`config.mk`:
```
export PLATFORM = sky130hd
export DESIGN_NAME = framed_byte_receiver_crc16
export DESIGN_NICKNAME = d
export VERILOG_FILES = /design/src/hw/rtl/frc_pkg.sv /design/src/hw/rtl/frc_store.sv /design/src/hw/rtl/frc_ctrl.sv /design/src/hw/rtl/framed_byte_receiver_crc16.sv
export SDC_FILE = /design/constraint.sdc
export NUM_CORES = 1
export LEC_CHECK = 0
export ABC_CLOCK_PERIOD_IN_PS = 5200
export BUFFER_PORTS_ARGS = -buffer_cell sky130_fd_sc_hd__buf_2
export CAP_MARGIN = 20
export CORE_MARGIN = 10
export CORE_UTILIZATION = 49
export DETAILED_ROUTE_END_ITERATION = 10
export PLACE_DENSITY = 0.76
export SLEW_MARGIN = 20
export SYNTH_ARGS = -nofsm -noshare
export SYNTH_HDL_FRONTEND = slang
export SYNTH_SLANG_ARGS = --single-unit
export TNS_END_PERCENT = 10
```
`constraint.sdc`:
```
create_clock -name clk -period 5.2 [get_ports clk]
set_input_delay 0.78 -clock clk [delete_from_list [all_inputs] [get_ports clk]]
set_output_delay 0.78 -clock clk [all_outputs]
set_load 0.005 [all_outputs]
```
`src/hw/rtl/frc_pkg.sv`:
```
// Package: word types, status and action codes, and the CRC-16 byte update.
`timescale 1ns / 1ps
package frc_pkg;

  localparam int BUFFER_BYTES_DEF = 64;
  localparam int HEADER_LEN       = 6;
  localparam int BODY_W           = 9;
  localparam logic [15:0] CRC_POLY = 16'hA001;
  localparam logic [15:0] CRC_INIT = 16'hFFFF;
  localparam logic [31:0] MARKER_RESET = 32'h7FFF_FFFF;

  typedef enum logic [1:0] {
    ACT_RX      = 2'd0,
    ACT_READ    = 2'd1,
    ACT_RELEASE = 2'd2
  } action_t;

  typedef enum logic [3:0] {
    ST_PROGRESS  = 4'd0,
    ST_MISMATCH  = 4'd1,
    ST_FRAME_ERR = 4'd2,
    ST_OVERRUN   = 4'd3,
    ST_ACCEPTED  = 4'd4,
    ST_CRC_BAD   = 4'd5,
    ST_DROP_BUSY = 4'd6,
    ST_TOO_LONG  = 4'd7,
    ST_READ      = 4'd8,
    ST_RELEASED  = 4'd9
  } status_t;

  typedef struct packed {
    logic [1:0] action;
    logic [7:0] rx_byte;
    logic       frame_error;
    logic       overrun;
    logic [5:0] read_index;
  } in_t;

  typedef struct packed {
    status_t    status;
    logic [7:0] read_data;
    logic       frame_held;
    logic [6:0] held_length;
  } out_t;

  typedef struct packed {
    status_t    status;
    logic       frame_held;
    logic [6:0] held_length;
    logic       rd_en;
  } res_t;

  function automatic logic [15:0] crc16_byte(input logic [15:0] crc, input logic [7:0] b);
    logic [15:0] c;
    c = crc ^ {8'h00, b};
    for (int k = 0; k < 8; k++) begin
      c = c[0] ? ((c >> 1) ^ CRC_POLY) : (c >> 1);
    end
    return c;
  endfunction

endpackage

```
`src/hw/rtl/frc_store.sv`:
```
// Frame store: two-half byte memory with one write port and a registered read.
`timescale 1ns / 1ps
module frc_store #(
  parameter int ADDR_W = 7
) (
  input  logic              clk,
  input  logic              wr_en,
  input  logic [ADDR_W-1:0] wr_addr,
  input  logic [7:0]        wr_data,
  input  logic              rd_en,
  input  logic [ADDR_W-1:0] rd_addr,
  output logic [7:0]        rd_data
);

  logic [7:0] mem [2**ADDR_W];
  logic [7:0] rd_data_r;

  always_ff @(posedge clk) begin
    if (wr_en) begin
      mem[wr_addr] <= wr_data;
    end
    if (rd_en) begin
      rd_data_r <= mem[rd_addr];
    end
  end

  assign rd_data = rd_data_r;

endmodule

```
`src/hw/rtl/frc_ctrl.sv`:
```
// Receive control: marker search, byte counter, CRC, half swap and held state.
`timescale 1ns / 1ps
module frc_ctrl import frc_pkg::*; #(
  parameter int BUFFER_BYTES = BUFFER_BYTES_DEF,
  parameter int AW           = $clog2(BUFFER_BYTES)
) (
  input  logic          clk,
  input  logic          rst_n,
  input  logic          accept,
  input  in_t           in_word,
  input  logic          cfg_wr_en,
  input  logic [31:0]   cfg_wr_data,
  output logic          wr_en,
  output logic [AW:0]   wr_addr,
  output logic [7:0]    wr_data,
  output logic [AW:0]   rd_addr,
  output res_t          res
);

  localparam int CNT_W = $clog2(BUFFER_BYTES + 2);
  localparam int HC_W  = $clog2(BUFFER_BYTES + 1);

  logic [31:0]      marker_r;
  logic             half_r, half_nxt;
  logic [CNT_W-1:0] cnt_r, cnt_nxt;
  logic [7:0]       plen_r, plen_nxt;
  logic [15:0]      crc_r, crc_nxt;
  logic [7:0]       fcb_r, fcb_nxt;
  logic             held_r, held_nxt;
  logic [HC_W-1:0]  hcnt_r, hcnt_nxt;

  logic [BODY_W-1:0] pos, body;
  logic [7:0]        want;
  status_t           status;
  logic              rd_ok;
  logic              take;

  always_comb begin
    unique case (cnt_r[1:0])
      2'd0:    want = marker_r[31:24];
      2'd1:    want = marker_r[23:16];
      2'd2:    want = marker_r[15:8];
      default: want = marker_r[7:0];
    endcase
  end

  always_comb begin
    pos      = BODY_W'(cnt_r);
    body     = BODY_W'(HEADER_LEN) + BODY_W'(plen_r);
    half_nxt = half_r;
    cnt_nxt  = cnt_r;
    plen_nxt = plen_r;
    crc_nxt  = crc_r;
    fcb_nxt  = fcb_r;
    held_nxt = held_r;
    hcnt_nxt = hcnt_r;
    status   = ST_PROGRESS;
    take     = 1'b0;
    rd_ok    = 1'b0;
    if (accept) begin
      unique case (in_word.action)
        ACT_RX: begin
          if (in_word.frame_error) begin
            cnt_nxt = '0;
            status  = ST_FRAME_ERR;
          end else if (in_word.overrun) begin
            cnt_nxt = '0;
            status  = ST_OVERRUN;
          end else if (pos < BODY_W'(4)) begin
            if (in_word.rx_byte != want) begin
              cnt_nxt = '0;
              status  = ST_MISMATCH;
            end else begin
              take = 1'b1;
            end
          end else if (pos == BODY_W'(4)) begin
            take = 1'b1;
          end else if (pos == BODY_W'(5)) begin
            plen_nxt = in_word.rx_byte;
            if (BODY_W'(HEADER_LEN) + BODY_W'(in_word.rx_byte) > BODY_W'(BUFFER_BYTES)) begin
              cnt_nxt = '0;
              status  = ST_TOO_LONG;
            end else begin
              take = 1'b1;
            end
          end else if (pos < body) begin
            take = 1'b1;
          end else if (pos == body) begin
            fcb_nxt = in_word.rx_byte;
            cnt_nxt = cnt_r + CNT_W'(1);
          end else begin
            cnt_nxt = '0;
            if (fcb_r != crc_r[7:0] || in_word.rx_byte != crc_r[15:8]) begin
              status = ST_CRC_BAD;
            end else if (held_r) begin
              status = ST_DROP_BUSY;
            end else begin
              half_nxt = ~half_r;
              held_nxt = 1'b1;
              hcnt_nxt = HC_W'(body);
              status   = ST_ACCEPTED;
            end
          end
          if (take) begin
            crc_nxt = crc16_byte((pos == '0) ? CRC_INIT : crc_r, in_word.rx_byte);
            cnt_nxt = cnt_r + CNT_W'(1);
          end
        end
        ACT_READ: begin
          status = ST_READ;
          rd_ok  = held_r && (BODY_W'(in_word.read_index) < BODY_W'(hcnt_r));
        end
        ACT_RELEASE: begin
          held_nxt = 1'b0;
          hcnt_nxt = '0;
          status   = ST_RELEASED;
        end
        default: begin
        end
      endcase
    end
  end

  always_ff @(posedge clk) begin
    if (!rst_n) begin
      marker_r <= MARKER_RESET;
      half_r   <= 1'b0;
      cnt_r    <= '0;
      plen_r   <= '0;
      crc_r    <= CRC_INIT;
      fcb_r    <= '0;
      held_r   <= 1'b0;
      hcnt_r   <= '0;
    end else begin
      if (cfg_wr_en) begin
        marker_r <= cfg_wr_data;
      end
      half_r <= half_nxt;
      cnt_r  <= cnt_nxt;
      plen_r <= plen_nxt;
      crc_r  <= crc_nxt;
      fcb_r  <= fcb_nxt;
      held_r <= held_nxt;
      hcnt_r <= hcnt_nxt;
    end
  end

  assign wr_en   = take;
  assign wr_addr = {half_r, AW'(cnt_r)};
  assign wr_data = in_word.rx_byte;
  assign rd_addr = {~half_r, AW'(in_word.read_index)};

  assign res.status      = status;
  assign res.frame_held  = held_nxt;
  assign res.held_length = 7'(hcnt_nxt);
  assign res.rd_en       = rd_ok;

endmodule

```
`src/hw/rtl/framed_byte_receiver_crc16.sv`:
```
// Top level: framed byte receiver with CRC-16 check and two-half frame store.
// A result word is registered with its store read, then in the output register, which holds it while out_stall is high.
// Throughput: one word per cycle while the output side is not stalled; the store takes one write and one read a cycle.
// A held byte is read through the store's registered port, which sets the latency.
// Reset is synchronous, active low; counters, CRC and held state clear at once.
// Store contents are not cleared; a held frame is always written before it is read.
`timescale 1ns / 1ps
module framed_byte_receiver_crc16 import frc_pkg::*; #(
  parameter int BUFFER_BYTES = BUFFER_BYTES_DEF
) (
  input  logic        clk,
  input  logic        rst_n,
  input  logic        in_valid,
  output logic        in_stall,
  input  in_t         in_word,
  output logic        out_valid,
  input  logic        out_stall,
  output out_t        out_word,
  input  logic        cfg_wr_en,
  input  logic [31:0] cfg_wr_data
);

  localparam int AW = $clog2(BUFFER_BYTES);

  logic        accept;
  logic        a_move;
  logic        a_valid_r;
  res_t        a_res_r;
  logic        b_valid_r;
  out_t        out_word_r;
  res_t        res;
  logic        wr_en;
  logic [AW:0] wr_addr;
  logic [7:0]  wr_data;
  logic [AW:0] rd_addr;
  logic [7:0]  rd_data;

  assign a_move   = a_valid_r && (!b_valid_r || !out_stall);
  assign in_stall = a_valid_r && !a_move;
  assign accept   = in_valid && !in_stall;

  frc_ctrl #(
    .BUFFER_BYTES(BUFFER_BYTES),
    .AW          (AW)
  ) u_ctrl (
    .clk        (clk),
    .rst_n      (rst_n),
    .accept     (accept),
    .in_word    (in_word),
    .cfg_wr_en  (cfg_wr_en),
    .cfg_wr_data(cfg_wr_data),
    .wr_en      (wr_en),
    .wr_addr    (wr_addr),
    .wr_data    (wr_data),
    .rd_addr    (rd_addr),
    .res        (res)
  );

  frc_store #(
    .ADDR_W(AW + 1)
  ) u_store (
    .clk    (clk),
    .wr_en  (wr_en),
    .wr_addr(wr_addr),
    .wr_data(wr_data),
    .rd_en  (accept),
    .rd_addr(rd_addr),
    .rd_data(rd_data)
  );

  always_ff @(posedge clk) begin
    if (!rst_n) begin
      a_valid_r <= 1'b0;
      b_valid_r <= 1'b0;
    end else begin
      if (accept) begin
        a_valid_r <= 1'b1;
      end else if (a_move) begin
        a_valid_r <= 1'b0;
      end
      if (!b_valid_r || !out_stall) begin
        b_valid_r <= a_valid_r;
      end
    end
  end

  always_ff @(posedge clk) begin
    if (accept) begin
      a_res_r <= res;
    end
    if (!b_valid_r || !out_stall) begin
      out_word_r.status      <= a_res_r.status;
      out_word_r.read_data   <= a_res_r.rd_en ? rd_data : 8'h00;
      out_word_r.frame_held  <= a_res_r.frame_held;
      out_word_r.held_length <= a_res_r.held_length;
    end
  end

  assign out_valid = b_valid_r;
  assign out_word  = out_word_r;

endmodule

```
* Word level (Yosys, flattened, before mapping) *
Memories as Yosys holds them, arrays and structs flattened. A register that Yosys moved wholly into a read port is not among the register bits.
Cells that the tools add are included.

storage, ports and cells
  register bits after elaboration = 115
  bits in writable memories = 1,024
  bits of input ports = 55
  output and inout port bits = 22
  word-level logic and storage cells = 147
  memories = 1

operators by class
  add/subtract/negate cells = 3
  $lt $le $gt $ge = 4
  equal/unequal tests = 14
  multiplexer cells = 69
  bitwise operators = 19
  reductions and logical operators = 19

memories
  name         words  width  read ports  clocked after Yosys merged registers in  write ports  line             RTL
  u_store.mem  128    8      1           1                                        1            frc_store.sv:15  logic [7:0] mem [2**ADDR_W];

operators by type and width
  operator               count
  $mux W16               9
  $mux W7                20
  $mux W4                8
  $mux W1                26
  $ne A8 B8 Y1           3
  $not A2 Y3             8
  $pmux W8 S3            1
  $add A3 B8 Y9 const A  2
  $xor A16 B8 Y16        1
  $eq A7 B3 Y1 const B   2
  $pmux W7 S2            1
  $pmux W4 S3            1
  $reduce_and A11 Y1     1
  $not A1 Y1             10
  $eq A7 B9 Y1           1
  $gt A9 B7 Y1 const B   1
  $lt A7 B9 Y1           1
  $reduce_and A9 Y1      1
  $add A7 B1 Y7 const B  1
  $logic_not A7 Y1       1
  $lt A6 B7 Y1           1
  $lt A7 B3 Y1 const B   1
  $reduce_and A7 Y1      1
  $ne A6 B4 Y1 const B   1
  15 further kinds       25

* Logic depth before layout (Yosys ltp) *
  depth in word-level cells = 19
  mapped depth = 16
  mapped depth without buffers = 13

* Hierarchy *
Synthesis repeated with hierarchy kept, for this count alone.

second synthesis, totals
  cells, all modules = 2,232
  area, all modules = 45,742.6 µm²

modules (own cells, without submodules)
  module                      times used  cells an instance  area each (µm²)  seq. area each (µm²)
  frc_store                   1           1,628              39,708.1         30,989.7
  frc_ctrl                    1           555                4,913.5          1,601.5
  framed_byte_receiver_crc16  1           49                 1,121.1          1,031.0

* Worst setup path before layout *
Ideal clock, no wire load.

  path kind = input -> register
  start point = in out_stall
  end point = mem u_store.mem[48][0] (enable)
  setup time = 383 ps
  data arrival time = 3,822 ps
  required time = 4,817 ps
  setup slack = 995 ps
  stages = 10
  path buffers = 3
  path through = nand3_1 > and2_1 > clkbuf_1 > nand2_1 > nor3_2 > nand3_4 > or3_1 > buf_2 > buf_6 > nor3_1

on the way
  cells in the longest elaborated chain, start to end = 10

ends and longest elaborated chain
  element                        line                              RTL
  from (decl)                    framed_byte_receiver_crc16.sv:17  input logic out_stall,
  $logic_not A1 Y1               framed_byte_receiver_crc16.sv:38  assign a_move = a_valid_r && (!b_valid_r || !out_stall);
  $logic_or A1 B1 Y1             framed_byte_receiver_crc16.sv:38
  $logic_and A1 B1 Y1            framed_byte_receiver_crc16.sv:38
  $logic_not A1 Y1               framed_byte_receiver_crc16.sv:39  assign in_stall = a_valid_r && !a_move;
  $logic_and A1 B1 Y1            framed_byte_receiver_crc16.sv:39
  $logic_not A1 Y1               framed_byte_receiver_crc16.sv:40  assign accept = in_valid && !in_stall;
  $logic_and A1 B1 Y1            framed_byte_receiver_crc16.sv:40
  named net accept               framed_byte_receiver_crc16.sv:25  logic accept;
  $mux W1                        frc_ctrl.sv:60                    if (accept) begin
  $mux W1                        frc_store.sv:19                   if (wr_en) begin
  $mux W1 (not written as such)  frc_store.sv:20                   mem[wr_addr] <= wr_data;
  to (decl)                      frc_store.sv:15

The timed path passes the listed nets, and every way through them passes these cells.

* Final worst setup path *
  start point = reg u_ctrl.plen_r[1]
  end point = mem u_store.mem[17][2] (enable)

on the way
  cells in the longest elaborated chain, start to end = 14

ends and longest elaborated chain
  element                        line             RTL
  from (decl)                    frc_ctrl.sv:26   logic [7:0] plen_r, plen_nxt;
  from (signal assigned)         frc_ctrl.sv:140  plen_r <= plen_nxt;
  $add A3 B8 Y9                  frc_ctrl.sv:49   body = BODY_W'(HEADER_LEN) + BODY_W'(plen_r);
  $lt A7 B9 Y1                   frc_ctrl.sv:86   end else if (pos < body) begin
  $mux W1                        frc_ctrl.sv:86
  $mux W1                        frc_ctrl.sv:78   end else if (pos == BODY_W'(5)) begin
  $mux W1                        frc_ctrl.sv:76   end else if (pos == BODY_W'(4)) begin
  $mux W1                        frc_ctrl.sv:69   end else if (pos < BODY_W'(4)) begin
  $mux W1                        frc_ctrl.sv:66   end else if (in_word.overrun) begin
  $mux W1                        frc_ctrl.sv:63   if (in_word.frame_error) begin
  $mux W1                        frc_ctrl.sv:61   unique case (in_word.action)
  $mux W1                        frc_ctrl.sv:60
  $mux W1                        frc_ctrl.sv:61
  $mux W1                        frc_ctrl.sv:60
  $mux W1                        frc_store.sv:19
  $mux W1 (not written as such)  frc_store.sv:20

Every way passes these cells. The select of a mux whose other input is x is not followed.

==> impl_metrics.ini <==
[pwr]
power.density_nw_per_um2 = 373
switching_share_pct = 20.7
p_leak_nw = 16.4
pwr-share-clk_pct = 42.6
p_comb_share_pct = 4.8
seqPwrFrac_pct = 52.6
internal_power_mw = 15.3
peakVddDrop_v = 0.000305
p_sw_mw = 4.00

[worst_hold_path]
hold_path_class = primary input to flip-flop

[logic_synthesis]
synth-seq-area-share_pct = 73.6
synth.area.top_cells = edfxtp_1 (70%), mux4_2 (17%), dfxtp_1 (3.6%)
ys_ff_latch = 1147
synthTopCellsByCount = edfxtp_1 (1065), mux4_2 (336), nor2_1 (102), clkbuf_1 (93), dfxtp_1 (82)
syn_area_per_cell_um2 = 20.5
synth_area_um2 = 45700
ys_warn_count = 0
yosys.area.top_type = edfxtp_1
synth_edf_count = 1065
synth_nets = 2310
synth_cell_types = 56
synthArstFlopShare_pct = 0
synth_most_common_cell = edfxtp_1
ys.flop_type = edfxtp_1
synthesis.instances = 2233
synth_top_area_share_pct = 70.0

[detailed_routing]
highest_layer = met5
wl_um = 110000
wl_per_cell_um = 29.8
m1WireLength_um = 41800
ant_nets = 0
viasPerCell = 6.31
drt_first_pass_iters = 6
dr_wl_met2_um = 54200
initialDrtViolationCount = 3044
dr_wl_met3_um = 10500
drc_errors = 0
vias = 23357

[floorplan]
die_w_um = 325
floorplan.initialDensity_pct = 49.6
io_pins = 77
core_um2 = 92100
dieArea_um2 = 106000
fp.dieH_um = 325
std_cell_rows = 111

[timing]
finalSetupViolCount = 0
skew_ns = 0.0453
fin_hold_ws_ns = 0.318
max_freq_mhz = 209
max-slew-margin-rel_pct = 30.6
rsz0062_at_grt = no
fin_crit_sh_pct = 92.1
setup_tns_ns = 0
max_slew.worst_pin.slew_ns = 1.04
fin_crit_ns = 4.79
final_hold_viol_count = 0
maxSlewViolCount = 0

[clocking]
cts-resized-gates = 0
cts_sinks = 1147
htreeDepth = 3
post_cts_buffers = 0
cts-root-buf = clkbuf_16
numCtsBuffers = 107
insertion_delay_ns = 0.71
path_clk_slew_ns = 0.07
ctsLongestPathBuffers = 3
cts_tree = done
ctsHoldBuffers = 0

[placement]
placed_cells = 3500
io_buffers = 76
hpwl_um = 66300
place.gp.congestion = 0.848

[global_route]
grt_usage_pct = 20.7
gr-total-overflow = 0
grt_first_pass_wirelength_um = 165000
grt_pass1_vias = 23821
grt_max_degree = 109
grt_antenna_before_repair = 2

[final_layout]
diodes = 0
final_cells = 3702
areaGrowthSynthToFinish_pct = 13.1
nets = 2444
drive_above_1_share_pct = 28.7

[job]
max-cap-violations = 0

[critical_path]
worstSetupStartpointType = flip-flop
crit_family = simple AND/OR/NAND/NOR gates
cpMaxStageDelayCell = nor2_1
worstPathRequired_ns = 5.52
slowest_delay_ns = 0.66
path_max_fanout = 32
cp_cell_sequence = inv_1 > ha_1 > nor2_1 > xnor2_1 > ha_1 > a211oi_1 > nand2_1 > or3_1 > a21oi_1 > or2_1 > nand3_4 > or3_2 > buf_4 > nor2_1
worst-path-buf-inv = 2
crit_type = flip-flop to flip-flop
worstSetupEndpointType = flip-flop
critPathArrivalTime_ns = 5.11

[run_status]
outcome = finished, final reports clean
-- worst register-to-register path, delay by kind of cell (launching register included) --
| family | cells | cell delay [ns] |
|---|---|---|
| buffers and inverters | 2 | 0.46 |
| flip-flops | 1 | 0.40 |
| AO/OA/AOI/OAI | 2 | 0.46 |
| adder cells (fa/ha/maj) | 2 | 0.55 |
| XOR/XNOR | 1 | 0.17 |
| AND/OR/NAND/NOR | 7 | 2.40 |
-- metrics by stage --
stage	total power, mW	area, um2	setup WS, ns	utilization, %
after floorplan	10.8	45700	0.995	-
after global placement	11.2	47900	0.678	52.0
after detailed placement	11.3	47900	0.520	52.0
after CTS	19.4	51600	0.524	56.0
after global routing	19.8	51700	0.271	56.1
final	19.3	51700	0.410	56.1
-- kinds of logic after synthesis --
logic type,after synthesis,synth area share [%]
buf+inv,170,1.56
mux,391,17.8
xor+xnor,64,1.23
fa+ha+maj,22,0.603
compound gates,87,1.36
simple gates,352,3.84
flops,1147,73.6
-- metal layers --
| metal | vias up | GRT usage [%] |
|---|---|---|
| li1 | 9422 | - |
| met4 | 4 | 7.35 |
| met3 | 208 | 3.56 |
| met1 | 12208 | 28.3 |
| met2 | 1515 | 33.5 |
| met5 | - | 0 |
-- placed cells by master, fill, tap and decap left out, types with 29 or more instances in the layout --
| cell | netlist | final |
|---|---|---|
| buf_2 | 31 | 65 |
| buf_4 | 1 | 85 |
| clkbuf_16 | 0 | 109 |
| dfxtp_1 | 82 | 81 |
| edfxtp_1 | 1065 | 1065 |
| mux2i_1 | 47 | 47 |
| mux4_2 | 336 | 336 |
| nand2_1 | 79 | 79 |
| nor2_1 | 102 | 102 |
| xnor2_1 | 35 | 35 |
| xor2_1 | 29 | 29 |
-- final cells by class --
type                       count  area, um2
multi-input combinational    916      11400
sequential                  1147      33600
tap                         1243       1560
clock inverter                73        890
fill                        6487      40400
timing repair buffer         169       1300
inverter                      26       97.6
clock buffer                 128       2810
-- worst paths after layout --
check	start	endpoint	slack, ns	depth (start not counted)
setup / recovery	u_ctrl.plen_r[1]	u_store.mem[17][2]	0.41	14
hold / removal	cfg_wr_data[18]	u_ctrl.marker_r[18]	0.32	3
setup reg to reg	u_ctrl.plen_r[1]	u_store.mem[17][2]	0.41	14
hold reg to reg	a_res_r[10]	out_word[17]	0.42	0
-- registers in the layout, summed over array words and instances (netlist names) --
register         cells
out_valid            1
u_ctrl.fcb_r         8
out_word            20
u_ctrl.hcnt_r        7
u_ctrl.marker_r     32
u_ctrl.plen_r        8
u_ctrl.crc_r        16
a_res_r             13
u_store.mem       1024
u_ctrl.cnt_r         7
u_ctrl.half_r        1
u_store.rd_data      8
u_ctrl.held_r        1
a_valid_r            1
-- power groups by stage --
stage	combinational, mW	clock (mW)	sequential (mW)
floorplan	0.515	0	10.3
global placement	0.897	0	10.3
detailed placement	0.917	0	10.3
CTS	0.926	8.29	10.1
global route	0.973	8.65	10.1
finish	0.924	8.20	10.1
Power figures use the tool's default switching activity.
